### config.mk
export PLATFORM = sky130hd
export DESIGN_NAME = depth_to_color_map
export DESIGN_NICKNAME = d
export VERILOG_FILES = /design/src/d2cm_pkg.sv /design/src/depth_to_color_map.sv
export SDC_FILE = /design/constraint.sdc
export NUM_CORES = 2
export LEC_CHECK = 0
export ABC_AREA = 0
export BUFFER_PORTS_ARGS = -buffer_cell sky130_fd_sc_hd__buf_2
export CAP_MARGIN = 20
export CORE_MARGIN = 1.5
export CORE_UTILIZATION = 59
export CTS_CLUSTER_DIAMETER = 200
export DETAILED_ROUTE_END_ITERATION = 6
export HOLD_SLACK_MARGIN = 0.12
export PLACE_DENSITY = 0.84
export SLEW_MARGIN = 20
export SYNTH_ARGS = -nofsm -noshare
export SYNTH_HDL_FRONTEND = slang
export SYNTH_SLANG_ARGS = --single-unit
export TNS_END_PERCENT = 50
### constraint.sdc
create_clock -name clk -period 14.45 [get_ports clk]
set_clock_uncertainty 0.2 [all_clocks]
set_input_delay 0.7225 -clock clk [delete_from_list [all_inputs] [get_ports clk]]
set_output_delay 0.7225 -clock clk [all_outputs]
set_load 0.02 [all_outputs]
### src/d2cm_pkg.sv
package d2cm_pkg;

  // Field and register widths
  localparam int DEPTH_W      = 24;
  localparam int CHAN_W       = 8;
  localparam int OFFSET_W     = 20;
  localparam int GAIN_W       = 21;
  localparam int CFG_DATA_W   = 21;
  localparam int CFG_ADDR_W   = 1;
  localparam int GAMMA_W      = 14;
  localparam int RAMP_W       = GAMMA_W - CHAN_W;

  // Default build
  localparam int LUT_ENTRIES_DEF = 2048;
  localparam int DEPTH_BITS_DEF  = 24;

  // Register reset values: 592.857 and 479.74 in Q8
  localparam logic [OFFSET_W-1:0] OFFSET_RST = OFFSET_W'(151771);
  localparam logic [GAIN_W-1:0]   GAIN_RST   = GAIN_W'(122814);

  // Register indexes
  typedef enum logic [CFG_ADDR_W-1:0] {
    REG_DISP_OFFSET = 1'b0,
    REG_DISP_GAIN   = 1'b1
  } cfg_reg_t;

  // Color ramp codes, taken from the gamma word above the low byte
  localparam logic [RAMP_W-1:0] RAMP_WHITE_RED   = RAMP_W'(0);
  localparam logic [RAMP_W-1:0] RAMP_RED_YELLOW  = RAMP_W'(1);
  localparam logic [RAMP_W-1:0] RAMP_YELLOW_GRN  = RAMP_W'(2);
  localparam logic [RAMP_W-1:0] RAMP_GRN_CYAN    = RAMP_W'(3);
  localparam logic [RAMP_W-1:0] RAMP_CYAN_BLUE   = RAMP_W'(4);
  localparam logic [RAMP_W-1:0] RAMP_BLUE_BLACK  = RAMP_W'(5);

endpackage

### src/depth_to_color_map.sv
// Depth-to-color mapper. Each item carries one normalized depth sample (a fraction
// depth/2^DEPTH_BITS) and yields one RGB pixel in the depth-camera gamma coloring:
// disparity = offset + gain*depth (Q8 registers), truncated and clamped to
// [0, LUT_ENTRIES-1], cubed through the gamma curve, then mapped onto one of six
// color ramps (anything beyond the sixth ramp is black). The gamma curve is
// computed, not stored, so there is no load time after reset. Throughput is one
// item per clock unless the output stalls; five register stages (multiply, add and
// clamp, square, cube, gamma scale and ramp select). A stalled output backs up one
// stage at a time, so empty stages still take items. LUT_ENTRIES must be a power of
// two. The user must write configuration while idle; the block does not check it.
module depth_to_color_map #(
  parameter int LUT_ENTRIES = d2cm_pkg::LUT_ENTRIES_DEF,
  parameter int DEPTH_BITS  = d2cm_pkg::DEPTH_BITS_DEF
) (
  input  logic                                clk,
  input  logic                                rst_n,
  // configuration write port
  input  logic                                cfg_wr_en,
  input  logic [d2cm_pkg::CFG_ADDR_W-1:0]     cfg_addr,
  input  logic [d2cm_pkg::CFG_DATA_W-1:0]     cfg_wdata,
  // depth samples
  input  logic                                in_tvalid,
  output logic                                in_tready,
  input  logic [d2cm_pkg::DEPTH_W-1:0]        in_tdata,   // [23:0] depth_sample
  // colored pixels
  output logic                                out_tvalid,
  input  logic                                out_tready,
  output logic [3*d2cm_pkg::CHAN_W-1:0]       out_tdata   // [7:0] red, [15:8] green,
                                                          // [23:16] blue
);
  import d2cm_pkg::*;

  localparam int STAGES = 5;
  localparam int LB     = $clog2(LUT_ENTRIES);
  localparam int DW     = (DEPTH_BITS < DEPTH_W) ? DEPTH_BITS : DEPTH_W;
  localparam int PROD_W = GAIN_W + DW + 1;
  localparam int ACC_W  = DEPTH_BITS + OFFSET_W + 2;
  localparam int Q_W    = OFFSET_W - 8 + 1;  // integer part of the disparity
  localparam int SQ_W   = 2 * LB;
  localparam int CUBE_W = 3 * LB;
  localparam int G9_W   = CUBE_W + 4;

  // Configuration registers
  logic [OFFSET_W-1:0] offset_r;
  logic [GAIN_W-1:0]   gain_r;

  always_ff @(posedge clk) begin
    if (!rst_n) begin
      offset_r <= OFFSET_RST;
      gain_r   <= GAIN_RST;
    end else if (cfg_wr_en) begin
      case (cfg_reg_t'(cfg_addr))
        REG_DISP_OFFSET: offset_r <= cfg_wdata[OFFSET_W-1:0];
        REG_DISP_GAIN:   gain_r   <= cfg_wdata[GAIN_W-1:0];
        default: ;
      endcase
    end
  end

  // Per-stage valid bits and load enables; a stage loads when empty or draining
  logic [STAGES-1:0] v_r;
  logic [STAGES-1:0] en;

  always_comb begin
    en[STAGES-1] = !v_r[STAGES-1] || out_tready;
    for (int k = STAGES-2; k >= 0; k--) begin
      en[k] = !v_r[k] || en[k+1];
    end
  end

  assign in_tready  = en[0];
  assign out_tvalid = v_r[STAGES-1];

  always_ff @(posedge clk) begin
    if (!rst_n) begin
      v_r <= '0;
    end else begin
      if (en[0]) v_r[0] <= in_tvalid;
      for (int k = 1; k < STAGES; k++) begin
        if (en[k]) v_r[k] <= v_r[k-1];
      end
    end
  end

  // Stage 1: gain * depth
  logic signed [PROD_W-1:0] prod_r, prod_nxt;
  logic        [DW-1:0]     depth;

  assign depth    = in_tdata[DW-1:0];
  assign prod_nxt = PROD_W'($signed(gain_r)) * PROD_W'($signed({1'b0, depth}));

  always_ff @(posedge clk) begin
    if (en[0]) prod_r <= prod_nxt;
  end

  // Stage 2: add offset, truncate, clamp to the table range
  logic signed [ACC_W-1:0] acc;
  logic        [Q_W-1:0]   q_mag;
  logic        [LB-1:0]    idx_r, idx_nxt;

  always_comb begin
    acc   = $signed({2'b00, offset_r, {DEPTH_BITS{1'b0}}}) + ACC_W'(prod_r);
    q_mag = acc[DEPTH_BITS+8 +: Q_W];
    if (acc[ACC_W-1]) begin
      idx_nxt = '0;
    end else if (q_mag > Q_W'(LUT_ENTRIES - 1)) begin
      idx_nxt = {LB{1'b1}};
    end else begin
      idx_nxt = q_mag[LB-1:0];
    end
  end

  always_ff @(posedge clk) begin
    if (en[1]) idx_r <= idx_nxt;
  end

  // Stage 3: square
  logic [SQ_W-1:0] sq_r;
  logic [LB-1:0]   idx3_r;

  always_ff @(posedge clk) begin
    if (en[2]) begin
      sq_r   <= SQ_W'(idx_r) * SQ_W'(idx_r);
      idx3_r <= idx_r;
    end
  end

  // Stage 4: cube
  logic [CUBE_W-1:0] cube_r;

  always_ff @(posedge clk) begin
    if (en[3]) cube_r <= CUBE_W'(sq_r) * CUBE_W'(idx3_r);
  end

  // Stage 5: gamma = cube * 36 * 256 / 2^(3*LB), then ramp select
  logic [G9_W-1:0]    g9;
  logic [GAMMA_W-1:0] gamma;
  logic [CHAN_W-1:0]  lb;
  logic [RAMP_W-1:0]  ramp;
  logic [CHAN_W-1:0]  red_nxt, green_nxt, blue_nxt;
  logic [CHAN_W-1:0]  red_r, green_r, blue_r;

  always_comb begin
    g9    = {4'b0000, cube_r} + {1'b0, cube_r, 3'b000};
    gamma = g9[CUBE_W-10 +: GAMMA_W];
    lb    = gamma[CHAN_W-1:0];
    ramp  = gamma[GAMMA_W-1:CHAN_W];
    case (ramp)
      RAMP_WHITE_RED:  begin red_nxt = '1; green_nxt = ~lb; blue_nxt = ~lb; end
      RAMP_RED_YELLOW: begin red_nxt = '1; green_nxt = lb;  blue_nxt = '0;  end
      RAMP_YELLOW_GRN: begin red_nxt = ~lb; green_nxt = '1; blue_nxt = '0;  end
      RAMP_GRN_CYAN:   begin red_nxt = '0; green_nxt = '1;  blue_nxt = lb;  end
      RAMP_CYAN_BLUE:  begin red_nxt = '0; green_nxt = ~lb; blue_nxt = '1;  end
      RAMP_BLUE_BLACK: begin red_nxt = '0; green_nxt = '0;  blue_nxt = ~lb; end
      default:         begin red_nxt = '0; green_nxt = '0;  blue_nxt = '0;  end
    endcase
  end

  always_ff @(posedge clk) begin
    if (en[4]) begin
      red_r   <= red_nxt;
      green_r <= green_nxt;
      blue_r  <= blue_nxt;
    end
  end

  assign out_tdata = {blue_r, green_r, red_r};

  // Checks
  a_reset_empties: assert property (@(posedge clk)
    !rst_n |=> !out_tvalid && (v_r == '0))
    else $error("pipeline not empty after reset");

  a_hole_takes_item: assert property (@(posedge clk) disable iff (!rst_n)
    $countones(v_r) < STAGES |-> in_tready)
    else $error("input stalled with an empty stage");

  a_idx_holds: assert property (@(posedge clk) disable iff (!rst_n)
    v_r[1] && !en[1] |=> v_r[1] && $stable(idx_r))
    else $error("stalled index stage changed");

  a_cube_holds: assert property (@(posedge clk) disable iff (!rst_n)
    v_r[3] && !en[3] |=> v_r[3] && $stable(cube_r))
    else $error("stalled cube stage changed");

endmodule

==> impl_metrics.yaml <==
placed_design:
  hpwlAfterDp_mm: 60.7
  port_buffers: 76
  dpl-instance-area_um2: 34600
  gp_congestion: 0.908
drt:
  wl_mm: 76.5
  final_antenna_net_count: 0
  viasPerCell: 5.58
  routedWlPerCell_um: 17.7
  firstDrtPassIters: 7
  vias: 24200
  drtIter0Drc: 1534
  post-route-drc-count: 1
timing:
  setup_violations: 0
  fmaxAchievable_mhz: 122
  slew_violations: 0
  relSlewSlack: 0.298
  tns_ns: 0
  post-route-period-util: 0.568
  period_minus_slack_ns: 8.20
  worst_pin_slew_ns: 1.05
  rsz0062_at_grt: "no"
  hold_viol_final: 0
synth:
  synthTopCellsByArea: "fa_1 39%, ha_1 13%, edfxtp_1 11%, inv_1 8.3%, nand2_1 6.6%"
  yosys.area.top_type: "fa_1"
  ys_seq_elements: 167
  synth_flop_cell: "edfxtp_1"
  syn_inst: 3615
  synth_edf_count: 121
  synth_top_area_frac: 0.385
  async_flop_share: 0
  syn_avg_cell_area_um2: 9.34
  synth.yosys.seq_area_share: 0.135
  syn-cell-area_um2: 33800
  synthDistinctLibCells: 67
  ys_warn_count: 0
  synth_most_common_cell: "inv_1"
  ys_top_cells_by_count: "748 x inv_1, 650 x fa_1, 591 x nand2_1, 352 x ha_1, 312 x and2_1"
layout:
  final_nets: 4616
  final_util: 0.623
  diodes: 0
  drive_above_1_share: 0.0445
  fin_area_um2: 35200
  area_growth_pct: 4.19
clock_tree:
  cts-root-buf: "clkbuf_16"
  cts.htree.levels: 4
  cts_max_path_buffers: 2
  cts_hold_buf: 0
  cts.sinks: 167
  cts_tree: "built"
  clk_latency_ns: 0.46
  cts_resized: 0
  cts_buffers: 17
  post_cts_buffers: 0
  clkTransAtPathRegs_ns: 0.07
setup_path:
  crit_fanout: 25
  crit_path_end_kind: "register"
  cp.arrival_ns: 8.21
  start_kind: "register"
  critPathKind: "register to register"
  required_ns: 14.45
run_status:
  status: "complete, but fails checks"
  violations: "DRC"
grt:
  gr-usage-all-layers: 0.274
  grt_pass1_wl_mm: 129
  antenna_found_initial: 0
  grt_max_degree: 47
  grt_pass1_vias: 26500
  globalRouteOverflowTotal: 0
floorplan:
  io_pins: 77
  coreArea_um2: 56500
  die-width_um: 242
  start_util: 0.598
  dieHeight_um: 242
  rows: 87
  die_area_um2: 58700
flow_run:
  drv_cap: 0
hold_path:
  hp-class: "register to register"
-- worst max-delay path, cell delays in order, from the launching register on --
cell	delay [ns]
dfxtp_1	1.01
nand2_1	0.16
fa_1	0.50
fa_1	0.51
fa_1	0.51
inv_1	0.06
fa_1	0.57
fa_1	0.45
fa_1	0.50
inv_1	0.06
fa_1	0.49
inv_1	0.05
ha_1	0.29
nand4_1	0.09
a21oi_1	0.20
o2111ai_1	0.25
a2111oi_0	0.59
buf_4	0.23
nor2_1	0.08
a211oi_1	0.39
o21bai_1	0.18
o2111ai_1	0.31
a21oi_1	0.13
xnor2_1	0.13
-- layer usage --
metal	up-vias	track usage	wire (um)
met5	-	0	0
met4	0	0.0910	2450
met3	210	0.0438	5860
met2	1003	0.489	38700
met1	12100	0.338	29500
li1	10900	-	-
-- area by class of cell --
type                            instances  area (um2)
Sequential cell                       167        4550
Timing Repair Buffer                  102         576
Clock buffer                           17         425
Multi-Input combinational cell       2527       25700
Clock inverter                         15         148
Tap cell                              756         946
Fill cell                            4444       21300
Inverter                              748        2810
-- sequential cells by signal, summed over array words and instances, names as in the netlist --
register	flops
gain_r	21
cube_r	33
prod_r	22
blue_r	8
green_r	8
idx_r	11
sq_r	21
v_r	5
red_r	8
idx3_r	10
offset_r	20
-- worst paths after layout --
kind / cells past startpoint / to / start / slack (ns)
setup / recovery: 23 / prod_r[45] / gain_r[8] / 6.25
setup reg to reg: 23 / prod_r[45] / gain_r[8] / 6.25
hold / removal: 2 / offset_r[3] / offset_r[3] / 0.27
hold reg to reg: 2 / offset_r[3] / offset_r[3] / 0.27
-- metrics by stage --
stage	instances	worst slack, ns	hold slack [ns]
after floorplan	3617	7.13	0.224
after global placement	4300	6.18	0.254
after detailed placement	4300	6.12	0.263
after CTS	4332	6.27	0.275
after global routing	4332	5.93	0.295
final	4332	6.25	0.275
-- cells by family after synthesis --
| kind of cell | Yosys count | synth area share |
|---|---|---|
| simple gates | 1117 | 0.158 |
| mux | 2 | 0.000630 |
| fa+ha+maj | 1002 | 0.516 |
| flops | 167 | 0.135 |
| compound gates | 310 | 0.0636 |
| buf+inv | 923 | 0.103 |
| other cells | 2 | 0.000222 |
| xor+xnor | 92 | 0.0239 |
-- layout by cell type, fill, tap and decap left out, types with 45 or more instances in the layout --
master    count
nand3_1      47
a21oi_1      78
nand2_1     591
and2_1      312
ha_1        352
xnor2_1      56
fa_1        650
o21ai_0      45
dfxtp_1      46
buf_2        76
edfxtp_1    121
inv_1       747
nor2_1       57
Power is left out: the tool's default activity adds up to more than one toggle a clock period on the data nets, which glitch-free logic cannot reach.
